`config.mk`:
```
export PLATFORM = sky130hd
export DESIGN_NAME = base64_stream_decoder_flat
export DESIGN_NICKNAME = d
export VERILOG_FILES = /design/src/design/b64d_pkg.sv /design/src/design/b64d_in_if.sv /design/src/design/b64d_out_if.sv /design/src/design/base64_stream_decoder.sv /design/src/design/b64d_front.sv /design/src/design/b64d_queue.sv /design/src/design/b64d_back.sv /design/src/flat_wrapper.sv
export VERILOG_INCLUDE_DIRS = /design/src /design/src/design
export SDC_FILE = /design/constraint.sdc
export NUM_CORES = 1
export LEC_CHECK = 0
export ABC_AREA = 1
export BUFFER_PORTS_ARGS = -buffer_cell sky130_fd_sc_hd__buf_2
export CAP_MARGIN = 20
export CORE_MARGIN = 2
export CORE_UTILIZATION = 30
export CTS_BUF_LIST = sky130_fd_sc_hd__clkbuf_8 sky130_fd_sc_hd__clkbuf_16
export CTS_CLUSTER_SIZE = 12
export DETAILED_ROUTE_END_ITERATION = 10
export GPL_ROUTABILITY_DRIVEN = 0
export PLACE_DENSITY_LB_ADDON = 0.2
export SLEW_MARGIN = 20
export SYNTH_ARGS = -nofsm -noshare
export SYNTH_HDL_FRONTEND = slang
export SYNTH_HIERARCHICAL = 1
export SYNTH_SLANG_ARGS = --single-unit
```
`constraint.sdc`:
```
create_clock -name clk -period 3.67 [get_ports clk]
set_input_delay 0.734 -clock clk [delete_from_list [all_inputs] [get_ports clk]]
set_output_delay 0.734 -clock clk [all_outputs]
set_load 0.02 [all_outputs]
```
`src/design/base64_stream_decoder_macros.svh`:
```
// ----------------------------------------------------------------------------
// base64_stream_decoder_macros
// Assertion macros shared by the base64 stream decoder.
// ----------------------------------------------------------------------------
`ifndef BASE64_STREAM_DECODER_MACROS_SVH
`define BASE64_STREAM_DECODER_MACROS_SVH

// Same-cycle implication, checked on every rising clock edge out of reset
`define B64D_ASSERT_NOW(label, ante, cons) \
    label: assert property (@(posedge clk) disable iff (!rst_n) (ante) |-> (cons)) \
        else $error("b64d assertion failed");

// Next-cycle implication, checked on every rising clock edge out of reset
`define B64D_ASSERT_NEXT(label, ante, cons) \
    label: assert property (@(posedge clk) disable iff (!rst_n) (ante) |=> (cons)) \
        else $error("b64d assertion failed");

`endif

```
`src/design/b64d_pkg.sv`:
```
// ----------------------------------------------------------------------------
// b64d_pkg
// Types and constants of the base64 stream decoder.
// ----------------------------------------------------------------------------
package b64d_pkg;

    // The pad character code and the marker for a character outside the alphabet
    localparam logic [7:0] PAD_CHAR   = 8'h3D;
    localparam logic [6:0] BAD_SEXTET = 7'd77;

    // Result status codes
    localparam logic [1:0] STATUS_OK         = 2'd0;
    localparam logic [1:0] STATUS_BAD_CHAR   = 2'd1;
    localparam logic [1:0] STATUS_SHORT_TAIL = 2'd2;

    // Configuration register addresses
    localparam int unsigned CFG_ADDR_W = 2;
    localparam logic [CFG_ADDR_W-1:0] ADDR_URL_ALPHABET = 2'd0;

    // Queue between front and back
    localparam int unsigned Q_DEPTH = 4;
    localparam int unsigned Q_PTR_W = $clog2(Q_DEPTH);

    // One result item
    typedef struct packed {
        logic [7:0] data_byte;
        logic       byte_valid;
        logic       last_result;
        logic [1:0] status;
    } result_t;

    // All results caused by one input item
    typedef struct packed {
        logic [1:0]        count;
        result_t [2:0]     res;
    } bundle_t;

    // Write side of the queue
    typedef struct packed {
        logic    valid;
        bundle_t bundle;
    } q_push_t;

    // Read side of the queue
    typedef struct packed {
        logic    valid;
        logic    full;
        bundle_t bundle;
    } q_head_t;

endpackage

```
`src/design/b64d_in_if.sv`:
```
// ----------------------------------------------------------------------------
// b64d_in_if
// Character channel: one encoded character per item.
// ----------------------------------------------------------------------------
interface b64d_in_if;
    logic       valid;
    logic       ready;
    logic [7:0] char_code;
    logic       end_of_message;

    modport source (output valid, output char_code, output end_of_message, input ready);
    modport sink   (input valid, input char_code, input end_of_message, output ready);
endinterface

```
`src/design/b64d_out_if.sv`:
```
// ----------------------------------------------------------------------------
// b64d_out_if
// Result channel: one decoded byte or status per item.
// ----------------------------------------------------------------------------
interface b64d_out_if;
    logic       valid;
    logic       ready;
    logic [7:0] data_byte;
    logic       byte_valid;
    logic       last_result;
    logic [1:0] status;

    modport source (output valid, output data_byte, output byte_valid,
                    output last_result, output status, input ready);
    modport sink   (input valid, input data_byte, input byte_valid,
                    input last_result, input status, output ready);
endinterface

```
`src/design/base64_stream_decoder.sv`:
```
// ----------------------------------------------------------------------------
// base64_stream_decoder
// Streaming base64 decoder, one encoded character per item.
// ----------------------------------------------------------------------------
// Usage:
//   in_ch carries one character and an end-of-message flag per item; out_ch
//   carries one decoded byte or a status-only item per result, the final
//   result of each message marked with last_result. A bad character gives
//   status 1 and a one-character tail status 2; bytes already sent before an
//   error must be dropped downstream. The rest of the message after the
//   first pad or an error is consumed without results, but for its closing result.
//   The APB port holds url_alphabet at address 0 (reset 1, URL-safe).
//   Throughput: one character per cycle while the queue has room. A character is
//   classified in the front and queued as a bundle of up to three results at the edge
//   that accepts it; its first result passes from the queue through the output
//   register onto out_ch. The back drives one result per cycle while out_ch is
//   ready, so a full group of four characters leaves as three bytes in turn.
//   When the receiver stalls, the result holds in the output register; the
//   four-bundle queue fills and then in_ch.ready drops until room returns.
//   Reset empties the queue, clears the group state and selects URL-safe.
// ----------------------------------------------------------------------------
`include "base64_stream_decoder_macros.svh"

module base64_stream_decoder
    import b64d_pkg::*;
(
    input  logic                  clk,
    input  logic                  rst_n,
    input  logic                  psel,
    input  logic                  penable,
    input  logic                  pwrite,
    input  logic [CFG_ADDR_W-1:0] paddr,
    input  logic [31:0]           pwdata,
    output logic [31:0]           prdata,
    output logic                  pready,
    b64d_in_if.sink               in_ch,
    b64d_out_if.source            out_ch
);

    logic    url_reg;
    q_push_t q_push;
    q_head_t q_head;
    logic    pop;

    // Configuration register
    assign pready = 1'b1;
    assign prdata = {31'd0, url_reg};

    always_ff @(posedge clk or negedge rst_n)
    begin
        if (!rst_n)
            url_reg <= 1'b1;
        else if (psel && penable && pwrite && paddr == ADDR_URL_ALPHABET)
            url_reg <= pwdata[0];
    end

    b64d_front u_front (
        .clk          (clk),
        .rst_n        (rst_n),
        .in_ch        (in_ch),
        .url_alphabet (url_reg),
        .q_head       (q_head),
        .q_push       (q_push)
    );

    b64d_queue u_queue (
        .clk    (clk),
        .rst_n  (rst_n),
        .q_push (q_push),
        .pop    (pop),
        .q_head (q_head)
    );

    b64d_back u_back (
        .clk    (clk),
        .rst_n  (rst_n),
        .q_head (q_head),
        .pop    (pop),
        .out_ch (out_ch)
    );

    // Never push into a full queue
    `B64D_ASSERT_NOW(a_no_push_full, q_push.valid, !q_head.full)
    // Every accepted end of message produces a bundle
    `B64D_ASSERT_NOW(a_eom_pushes, in_ch.valid && in_ch.ready && in_ch.end_of_message, q_push.valid)
    // Queued bundles are never empty
    `B64D_ASSERT_NOW(a_head_nonempty, q_head.valid, q_head.bundle.count != 2'd0)
    // A push makes the queue non-empty in the next cycle
    `B64D_ASSERT_NEXT(a_push_visible, q_push.valid, q_head.valid)

endmodule

```
`src/design/b64d_front.sv`:
```
// ----------------------------------------------------------------------------
// b64d_front
// Accepts characters, maps them to sextets, tracks the group and the decode
// mode, and pushes the results of each character as one bundle.
// ----------------------------------------------------------------------------
module b64d_front
    import b64d_pkg::*;
(
    input  logic         clk,
    input  logic         rst_n,
    b64d_in_if.sink      in_ch,
    input  logic         url_alphabet,
    input  q_head_t      q_head,
    output q_push_t      q_push
);

    typedef enum logic [3:0] {
        MODE_DECODE = 4'b0001,
        MODE_PAD    = 4'b0010,
        MODE_BAD    = 4'b0100,
        MODE_SHORT  = 4'b1000
    } mode_t;

    logic [17:0] hold_reg, hold_next;
    logic [1:0]  fill_reg, fill_next;
    mode_t       mode_reg, mode_next;

    logic        accept;
    bundle_t     bundle;

    // Map a character to its 6-bit value, or to the bad marker
    function automatic logic [6:0] char_value(input logic [7:0] c, input logic url);
        logic [6:0] v;
        v = BAD_SEXTET;
        if (c >= 8'h41 && c <= 8'h5A)      v = {1'b0, 6'(c - 8'h41)};
        else if (c >= 8'h61 && c <= 8'h7A) v = {1'b0, 6'(c - 8'h61 + 8'd26)};
        else if (c >= 8'h30 && c <= 8'h39) v = {1'b0, 6'(c - 8'h30 + 8'd52)};
        else if (url && c == 8'h2D)        v = 7'd62;
        else if (url && c == 8'h5F)        v = 7'd63;
        else if (!url && c == 8'h2B)       v = 7'd62;
        else if (!url && c == 8'h2F)       v = 7'd63;
        return v;
    endfunction

    assign in_ch.ready = !q_head.full;
    assign accept      = in_ch.valid && in_ch.ready;

    // Classify the character and build its results
    always_comb
    begin
        logic [6:0]  v;
        logic [23:0] w;
        logic        do_close;
        logic [1:0]  st;

        hold_next  = hold_reg;
        fill_next  = fill_reg;
        mode_next  = mode_reg;
        bundle     = '0;
        do_close   = 1'b0;
        v          = char_value(in_ch.char_code, url_alphabet);
        w          = {hold_reg, v[5:0]};
        st         = STATUS_OK;

        if (mode_reg == MODE_DECODE)
        begin
            if (in_ch.char_code == PAD_CHAR)
            begin
                do_close = 1'b1;
            end
            else
            begin
                if (v == BAD_SEXTET)
                begin
                    bundle.res[0] = '{8'd0, 1'b0, 1'b0, STATUS_BAD_CHAR};
                    bundle.count  = 2'd1;
                    mode_next     = MODE_BAD;
                end
                else if (fill_reg == 2'd3)
                begin
                    bundle.res[0] = '{w[23:16], 1'b1, 1'b0, STATUS_OK};
                    bundle.res[1] = '{w[15:8],  1'b1, 1'b0, STATUS_OK};
                    bundle.res[2] = '{w[7:0],   1'b1, 1'b0, STATUS_OK};
                    bundle.count  = 2'd3;
                    hold_next     = '0;
                    fill_next     = '0;
                end
                else
                begin
                    hold_next = {hold_reg[11:0], v[5:0]};
                    fill_next = fill_reg + 2'd1;
                end
                if (in_ch.end_of_message && mode_next == MODE_DECODE)
                    do_close = 1'b1;
            end
        end

        // Close the tail; no results precede it in this item
        if (do_close)
        begin
            mode_next = MODE_PAD;
            case (fill_next)
                2'd1:
                begin
                    bundle.res[0] = '{8'd0, 1'b0, 1'b0, STATUS_SHORT_TAIL};
                    bundle.count  = 2'd1;
                    mode_next     = MODE_SHORT;
                end
                2'd2:
                begin
                    bundle.res[0] = '{hold_next[11:4], 1'b1, 1'b0, STATUS_OK};
                    bundle.count  = 2'd1;
                end
                2'd3:
                begin
                    bundle.res[0] = '{hold_next[17:10], 1'b1, 1'b0, STATUS_OK};
                    bundle.res[1] = '{hold_next[9:2],   1'b1, 1'b0, STATUS_OK};
                    bundle.count  = 2'd2;
                end
                default: ;
            endcase
            hold_next = '0;
            fill_next = '0;
        end

        // Mark the end of the message and start over
        if (in_ch.end_of_message)
        begin
            case (bundle.count)
                2'd1:    bundle.res[0].last_result = 1'b1;
                2'd2:    bundle.res[1].last_result = 1'b1;
                2'd3:    bundle.res[2].last_result = 1'b1;
                default:
                begin
                    if (mode_next == MODE_BAD)        st = STATUS_BAD_CHAR;
                    else if (mode_next == MODE_SHORT) st = STATUS_SHORT_TAIL;
                    bundle.res[0] = '{8'd0, 1'b0, 1'b1, st};
                    bundle.count  = 2'd1;
                end
            endcase
            hold_next = '0;
            fill_next = '0;
            mode_next = MODE_DECODE;
        end
    end

    assign q_push.valid  = accept && (bundle.count != 2'd0);
    assign q_push.bundle = bundle;

    // Advance the decode state on each accepted character
    always_ff @(posedge clk or negedge rst_n)
    begin
        if (!rst_n)
        begin
            hold_reg <= '0;
            fill_reg <= '0;
            mode_reg <= MODE_DECODE;
        end
        else if (accept)
        begin
            hold_reg <= hold_next;
            fill_reg <= fill_next;
            mode_reg <= mode_next;
        end
    end

endmodule

```
`src/design/b64d_queue.sv`:
```
// ----------------------------------------------------------------------------
// b64d_queue
// Short queue of result bundles between the front and the back.
// ----------------------------------------------------------------------------
module b64d_queue
    import b64d_pkg::*;
(
    input  logic    clk,
    input  logic    rst_n,
    input  q_push_t q_push,
    input  logic    pop,
    output q_head_t q_head
);

    bundle_t             mem [Q_DEPTH];
    logic [Q_PTR_W-1:0]  wr_ptr_reg, wr_ptr_next;
    logic [Q_PTR_W-1:0]  rd_ptr_reg, rd_ptr_next;
    logic [Q_PTR_W:0]    count_reg, count_next;

    assign q_head.valid  = (count_reg != '0);
    assign q_head.full   = (count_reg == (Q_PTR_W+1)'(Q_DEPTH));
    assign q_head.bundle = mem[rd_ptr_reg];

    // Move the pointers and the fill count
    always_comb
    begin
        wr_ptr_next = wr_ptr_reg;
        rd_ptr_next = rd_ptr_reg;
        count_next  = count_reg;
        if (q_push.valid)
            wr_ptr_next = wr_ptr_reg + Q_PTR_W'(1);
        if (pop)
            rd_ptr_next = rd_ptr_reg + Q_PTR_W'(1);
        if (q_push.valid && !pop)
            count_next = count_reg + (Q_PTR_W+1)'(1);
        else if (!q_push.valid && pop)
            count_next = count_reg - (Q_PTR_W+1)'(1);
    end

    always_ff @(posedge clk or negedge rst_n)
    begin
        if (!rst_n)
        begin
            wr_ptr_reg <= '0;
            rd_ptr_reg <= '0;
            count_reg  <= '0;
        end
        else
        begin
            wr_ptr_reg <= wr_ptr_next;
            rd_ptr_reg <= rd_ptr_next;
            count_reg  <= count_next;
        end
    end

    // Store a pushed bundle
    always_ff @(posedge clk)
    begin
        if (q_push.valid)
            mem[wr_ptr_reg] <= q_push.bundle;
    end

endmodule

```
`src/design/b64d_back.sv`:
```
// ----------------------------------------------------------------------------
// b64d_back
// Unpacks queued bundles into single result items through an output
// register.
// ----------------------------------------------------------------------------
module b64d_back
    import b64d_pkg::*;
(
    input  logic         clk,
    input  logic         rst_n,
    input  q_head_t      q_head,
    output logic         pop,
    b64d_out_if.source   out_ch
);

    logic       out_valid_reg, out_valid_next;
    result_t    out_res_reg;
    logic [1:0] sel_reg, sel_next;
    logic       load;
    logic       at_end;
    result_t    cur;

    assign load   = q_head.valid && (!out_valid_reg || out_ch.ready);
    assign at_end = (sel_reg == q_head.bundle.count - 2'd1);
    assign pop    = load && at_end;

    // Pick the result under the cursor
    always_comb
    begin
        case (sel_reg)
            2'd1:    cur = q_head.bundle.res[1];
            2'd2:    cur = q_head.bundle.res[2];
            default: cur = q_head.bundle.res[0];
        endcase
    end

    // Advance the cursor and the output valid
    always_comb
    begin
        sel_next       = sel_reg;
        out_valid_next = out_valid_reg;
        if (load)
        begin
            out_valid_next = 1'b1;
            sel_next       = at_end ? 2'd0 : sel_reg + 2'd1;
        end
        else if (out_ch.ready)
        begin
            out_valid_next = 1'b0;
        end
    end

    always_ff @(posedge clk or negedge rst_n)
    begin
        if (!rst_n)
        begin
            out_valid_reg <= 1'b0;
            sel_reg       <= '0;
        end
        else
        begin
            out_valid_reg <= out_valid_next;
            sel_reg       <= sel_next;
        end
    end

    // Hold the result until it is taken
    always_ff @(posedge clk)
    begin
        if (load)
            out_res_reg <= cur;
    end

    assign out_ch.valid       = out_valid_reg;
    assign out_ch.data_byte   = out_res_reg.data_byte;
    assign out_ch.byte_valid  = out_res_reg.byte_valid;
    assign out_ch.last_result = out_res_reg.last_result;
    assign out_ch.status      = out_res_reg.status;

endmodule

```
`src/flat_wrapper.sv`:
```
// flat-port wrapper written by rule: the top's interface ports become plain ports
module base64_stream_decoder_flat import b64d_pkg::*;
  (clk, rst_n, psel, penable, pwrite, paddr, pwdata, prdata, pready, in_ch_valid, in_ch_char_code, in_ch_end_of_message, in_ch_ready, out_ch_valid, out_ch_data_byte, out_ch_byte_valid, out_ch_last_result, out_ch_status, out_ch_ready);
  b64d_in_if in_ch_i ();
  b64d_out_if out_ch_i ();
  input  logic clk;
  input  logic rst_n;
  input  logic psel;
  input  logic penable;
  input  logic pwrite;
  input  logic [CFG_ADDR_W-1:0] paddr;
  input  logic [31:0] pwdata;
  output logic [31:0] prdata;
  output logic pready;
  input wire logic [$bits(in_ch_i.valid)-1:0] in_ch_valid;
  input wire logic [$bits(in_ch_i.char_code)-1:0] in_ch_char_code;
  input wire logic [$bits(in_ch_i.end_of_message)-1:0] in_ch_end_of_message;
  output wire logic [$bits(in_ch_i.ready)-1:0] in_ch_ready;
  output wire logic [$bits(out_ch_i.valid)-1:0] out_ch_valid;
  output wire logic [$bits(out_ch_i.data_byte)-1:0] out_ch_data_byte;
  output wire logic [$bits(out_ch_i.byte_valid)-1:0] out_ch_byte_valid;
  output wire logic [$bits(out_ch_i.last_result)-1:0] out_ch_last_result;
  output wire logic [$bits(out_ch_i.status)-1:0] out_ch_status;
  input wire logic [$bits(out_ch_i.ready)-1:0] out_ch_ready;
  assign in_ch_i.valid = in_ch_valid;
  assign in_ch_i.char_code = in_ch_char_code;
  assign in_ch_i.end_of_message = in_ch_end_of_message;
  assign in_ch_ready = in_ch_i.ready;
  assign out_ch_valid = out_ch_i.valid;
  assign out_ch_data_byte = out_ch_i.data_byte;
  assign out_ch_byte_valid = out_ch_i.byte_valid;
  assign out_ch_last_result = out_ch_i.last_result;
  assign out_ch_status = out_ch_i.status;
  assign out_ch_i.ready = out_ch_ready;
  base64_stream_decoder u_core (.clk(clk), .rst_n(rst_n), .psel(psel), .penable(penable), .pwrite(pwrite), .paddr(paddr), .pwdata(pwdata), .prdata(prdata), .pready(pready), .in_ch(in_ch_i), .out_ch(out_ch_i));
endmodule
```
Word-level counts from Yosys, hierarchy flattened
Memory sizes are Yosys's and may differ from the RTL's.
Index checks and enable logic that the tools add are counted.
Storage, ports and cells
  word-level logic and storage cells: 150
  bits in registers: 47
  bits in writable memories: 152
  memories: 1
  bits in latches: 0
  input bits: 50
  output and inout port bits: 47
  ROM bits: 0
Memory list
  u_core.u_queue.mem: depth 4, bits a word 38, read ports 1, clocked after memory_dff 0, wr ports 1, RTL line b64d_queue.sv:15  | bundle_t mem [Q_DEPTH];
Operators by class
  $lt $le $gt $ge: 6
  multipliers: 0
  shift-type cells: 0
  equal/unequal tests: 23
  divide/modulo/power cells: 0
  mux-type cells: 61
  reductions and logical operators: 33
  bitwise gates (word level): 0
  add/sub/neg operators: 12
Operators with widths (count)
  38-bit two-way mux: 3
  18-bit two-way mux: 6
  7-bit two-way mux: 7
  24-bit two-way mux: 2
  12-bit two-way mux: 3
  12-bit case mux with 3 select lines: 1
  8-bit by 6-bit equality test with 1-bit output, second input constant: 4
  4-bit two-way mux: 8
  2-bit two-way mux: 14
  12-bit case mux with 2 select lines: 1
  1-bit logical AND: 17
  8-bit by 7-bit >= comparator with 1-bit output, second input constant: 2
  8-bit by 7-bit less-or-equal comparator with 1-bit output, second input constant: 2
  2-bit equality test, second input constant: 6
  1-bit two-way mux: 12
  6-bit subtractor, second input constant: 2
  9-bit two-way mux: 1
  2-bit by 1-bit adder with 2-bit output, second input constant: 4
  4-bit by 1-bit equality test with 1-bit output, second input constant: 2
  8-bit by 7-bit equality test with 1-bit output, second input constant: 1
  8-bit by 6-bit >= comparator with 1-bit output, second input constant: 1
  8-bit by 6-bit less-or-equal comparator with 1-bit output, second input constant: 1
  7-bit equality test, second input constant: 1
  6-bit by 5-bit adder with 6-bit output, second input constant: 1
  21 further kinds: 33

Logic depth before layout (Yosys ltp)
  depth after elaboration: 29
  depth in mapped cells: 33
  mapped depth without buffers: 33

By module
The synthesis kept the hierarchy.
By module, submodules not included
  b64d_queue: seq. area each 4739.5 µm², area each 6597.6 µm², times used 1, cells each 492
  b64d_front: seq. area each 601.8 µm², area each 2806.4 µm², times used 1, cells each 483
  b64d_back: seq. area each 435.4 µm², area each 870.8 µm², times used 1, cells each 96
  base64_stream_decoder: seq. area each 26.3 µm², area each 317.8 µm², times used 1, cells each 44

Worst setup path after synthesis
No wires, ideal clock.
  path kind: input -> register
  from: in in_ch_char_code[2]
  to: mem u_core/u_queue/mem[0][0] (netlist name) (enable)
  path slack: -802 ps
  cell stages on the path: 25
  buffers on the path: 2
  data required time: 3277 ps
  setup time: 393 ps
  arrival time: 4079 ps
  path through: inv_1 ha_1 nand2_1 nand3_1 nand2_1 clkinv_1 nand2_1 nand2_2 nand3_4 nand2_2 buf_4 o21ai_0 inv_1 ha_1 inv_1 nand2_1 nand2_1 nand2_1 nand2_2 nand3_1 nand2_1 inv_1 clkbuf_1 nand2_1 inv_1
RTL lines
  start, declared: RTL line flat_wrapper.sv:16  | input wire logic [$bits(in_ch_i.char_code)-1:0] in_ch_char_code;
  end, declared: RTL line b64d_queue.sv:15

==> flow_summary.rst <==
.. list-table::
   :header-rows: 1

   * - Metric
     - Value
   * - Vias in the first global route
     - 7262
   * - Clk network pwr share
     - 20.5%
   * - Total Routed Length
     - 25700 microns
   * - Crit Path Max Fanout
     - 9
   * - # clock sinks
     - 199
   * - Worst Setup End Kind
     - flop
   * - Total global routing track utilization
     - 14.4%
   * - Number of antenna violations at the first check in global routing
     - 0
   * - Remaining DRCs
     - 0
   * - Htree depth
     - 4
   * - Highest clock rate
     - 285 MHz
   * - Final critical-path share of the clock period
     - 95.7%
   * - Most frequent cell on the critical path
     - nand2_1
   * - DRT iter0 DRCs
     - 419
   * - Hold slack final
     - 443 ps
   * - Final HPWL DP
     - 17500 microns
   * - Power density of the placed cells
     - 752 nW/um^2
   * - Largest net degree at the start of global routing
     - 107
   * - Setup Crit Path Kind
     - in -> reg
   * - Layout net count
     - 1293
   * - Cell count of the worst reg-to-reg path
     - 23
   * - Required time of the worst setup path
     - 3850 ps
   * - Flip-flop count of the largest register, all copies and words added
     - 152
   * - Buf/Inv on CP
     - 8
   * - Clock-pin slew of the registers on the worst-case setup and hold paths
     - 70 ps
   * - Final min period
     - 3510 ps
   * - Max-capacitance violation count
     - 0
   * - Count of synthesis-stage warnings from yosys
     - 6
   * - Reg-to-Reg End
     - u_core/u_queue/count_reg[2]
   * - Clock Path Buffers
     - 2
   * - CTS root buf
     - clkbuf_16
   * - Final Util
     - 36.4%
   * - Critical path arrival
     - 3690 ps
   * - Avg Vias per Cell
     - 4.45
   * - Clock insertion delay at the later pin of the skew report
     - 420 ps
   * - Antenna diodes
     - 0
   * - Reg-to-Reg Start
     - u_core/u_front/mode_reg[0]
   * - Mean Syn Cell Area
     - 9.50 sq um
   * - WL/cell
     - 15.2 microns
   * - Design internal power
     - 0.00559 W
   * - Portion of total power attributed to combinational logic
     - 44.4%
   * - Leak
     - 5.50 nW
   * - Initial core utilization
     - 30.6%
   * - Largest stage delay on the critical path
     - 240 ps
   * - P_sw
     - 0.00390 W
   * - Ports placed on the boundary
     - 97
   * - Sequential share of power
     - 35.2%
   * - Synthesized area
     - 10600 sq um
   * - Critical Path Start Type
     - input port
   * - Sw frac
     - 41.1%
   * - Max stage delay cell, worst path
     - or2_4
   * - Crit path setup slack, layout
     - 158 ps
   * - Family of cells with the greatest summed delay on the critical path
     - simple AND/OR/NAND/NOR gates
   * - Tightest Pin Transition
     - 915 ps
   * - First-pass GRT wire length
     - 40100 microns
   * - Via Count
     - 7499
   * - Chip width
     - 192 microns
   * - Number of placement rows
     - 68
   * - Outcome
     - finished clean
   * - Highest ir drop seen on vdd
     - 0.376 mV
   * - Share of synthesized area occupied by flip-flops and latches
     - 54.8%
   * - Overall die area
     - 36800 sq um
   * - Gate Count Post-Synth
     - 1115
   * - Std-Cell Core Area
     - 34600 sq um
   * - RSZ-0062 raised after global routing
     - yes
   * - Tightest slew margin relative to the limit
     - 39.0%
   * - Layout cell share with drive strength beyond 1
     - 23.7%
   * - Total negative slack for setup checks
     - 0 ps
   * - Register-to-Register Setup Slack
     - 390 ps
   * - Number of nets with antenna violations after detailed routing
     - 0
   * - Distinct cell type count of the synthesized netlist
     - 43
   * - Minimum setup slack after placement
     - -355 ps
   * - Final Max Slew Viols
     - 0
   * - Port bufs
     - 33
   * - Vertical extent of the die
     - 192 microns
   * - Area growth from synthesis to final layout
     - 19.0%
   * - FF+latch count, synth
     - 199
   * - Total congestion overflow after global routing
     - 0
   * - First-pass iteration count of the detailed router
     - 4
   * - Final Skew
     - 9.56 ps
   * - Class of the worst hold path
     - in -> async
   * - CTS tree
     - built
   * - Final setup vio count
     - 0
   * - Hold Violations, Final
     - 0
   * - Number of buffers added by the clock tree synthesis step
     - 17
## logic make-up (layout without fill, tap and decap cells)
logic type	count (synthesis)	after routing	share of synthesized area, %
simple gates	479	479	19.1
flops	199	199	54.8
compound gates	159	159	11.2
xor+xnor	8	8	0.661
fa+ha+maj	23	23	2.79
other cells	3	36	0.106
buf+inv	244	328	11.4
## worst reg2reg max path, delay by kind of cell, from the launching register on
kind / cells / cell delay [ps]
and+or+nand+nor: 12 / 980
adders and majority gates: 3 / 830
buffers and inverters: 7 / 600
DFF: 1 / 560
AOI/OAI and AO/OA: 1 / 210
## final cells by class
cell class / instances / area, sq um
clock buffers: 17 / 425
clock inverters: 14 / 186
fillers: 3457 / 22000
inverters: 161 / 623
multi-input cells: 705 / 3860
flip-flops and latches: 199 / 5810
well taps: 455 / 569
repair buffers: 136 / 1130
## synthesized netlist by cell type, drive strengths merged
| cell | n | area, sq um |
|---|---|---|
| o221ai | 1 | 8.76 |
| clkbuf | 5 | 18.8 |
| edfxtp | 164 | 4920 |
| o21a | 1 | 7.51 |
| o21ai | 36 | 184 |
| a21oi | 39 | 233 |
| a22oi | 1 | 7.51 |
| o211ai | 77 | 723 |
| o22ai | 4 | 25.0 |
| nor4 | 1 | 6.26 |
| nor2 | 58 | 260 |
| nand3 | 47 | 263 |
| conb | 3 | 11.3 |
| ha | 22 | 275 |
| xor2 | 7 | 61.3 |
| or2 | 1 | 6.26 |
| inv | 159 | 597 |
| clkinv | 2 | 7.51 |
| dfrtp | 33 | 826 |
| nand3b | 1 | 7.51 |
| nand4 | 13 | 81.3 |
| buf | 78 | 581 |
| nand2 | 353 | 1370 |
| fa | 1 | 20.0 |
| xnor2 | 1 | 8.76 |
| dfstp | 2 | 52.6 |
| and2 | 1 | 6.26 |
| nor3 | 4 | 20.0 |
## power by group through the flow
stage                     registers [W]  clock network [W]  logic, W
after detailed placement        0.00339                  0   0.00415
after floorplan                 0.00337                  0   0.00293
after CTS                       0.00334            0.00199   0.00416
final                           0.00333            0.00194   0.00421
after global routing            0.00339            0.00208   0.00469
after global placement          0.00338                  0   0.00412
## cells in the final DEF, fill, tap and decap left out, drive strengths merged, types with 2 or more instances in the layout
cell | netlist | final
clkinvlp | 0 | 5
conb | 3 | 36
a21oi | 39 | 39
bufinv | 0 | 2
clkinv | 2 | 7
edfxtp | 164 | 164
buf | 78 | 132
o211ai | 77 | 77
ha | 22 | 22
o21ai | 36 | 36
xor2 | 7 | 7
clkbuf | 5 | 21
dfstp | 2 | 2
nand2 | 353 | 353
nand4 | 13 | 13
nand3 | 47 | 47
nor2 | 58 | 58
nor3 | 4 | 4
inv | 159 | 161
dfrtp | 33 | 33
o22ai | 4 | 4
## what timing repair did
item / 4_1_cts / 5_1_grt
hold buffers: 0 / 0
gates resized for setup: 0 / 10
buffers inserted: 0 / 7
setup endpoints to repair: 0 / 153
## per-stage QoR
step,instances,cell area [sq um],total power (W)
2_1_floorplan,1148,10900,0.00630
3_3_place_gp,1646,11800,0.00751
3_5_place_dp,1646,11800,0.00754
6_report,1687,12600,0.00948
5_1_grt,1687,12600,0.0102
4_1_cts,1677,12400,0.00949
## worst max-delay path by stage
stage	from	to	slack, ps	cells after the start
2_1_floorplan	in_ch_char_code[2]	u_core/u_queue/mem[1][0]	-270	24
3_3_place_gp	in_ch_char_code[2]	u_core/u_queue/count_reg[2]	-310	31
5_1_grt	in_ch_char_code[2]	u_core/u_queue/count_reg[2]	-40	31
3_5_place_dp	in_ch_char_code[2]	u_core/u_queue/count_reg[2]	-350	31
6_report	in_ch_char_code[2]	u_core/u_queue/mem[1][6]	160	28
4_1_cts	in_ch_char_code[2]	u_core/u_queue/count_reg[2]	90	31
## routing by layer
metal / global-route usage, % / vias up / share of wire [%]
li1: - / 3819 / -
met1: 19.5 / 3569 / 48
met2: 24.2 / 97 / 49
met3: 2.30 / 14 / 2.4
met4: 2.87 / 0 / 1.0
met5: 0 / - / 0
No activity file was read; power rests on OpenSTA's default activity.
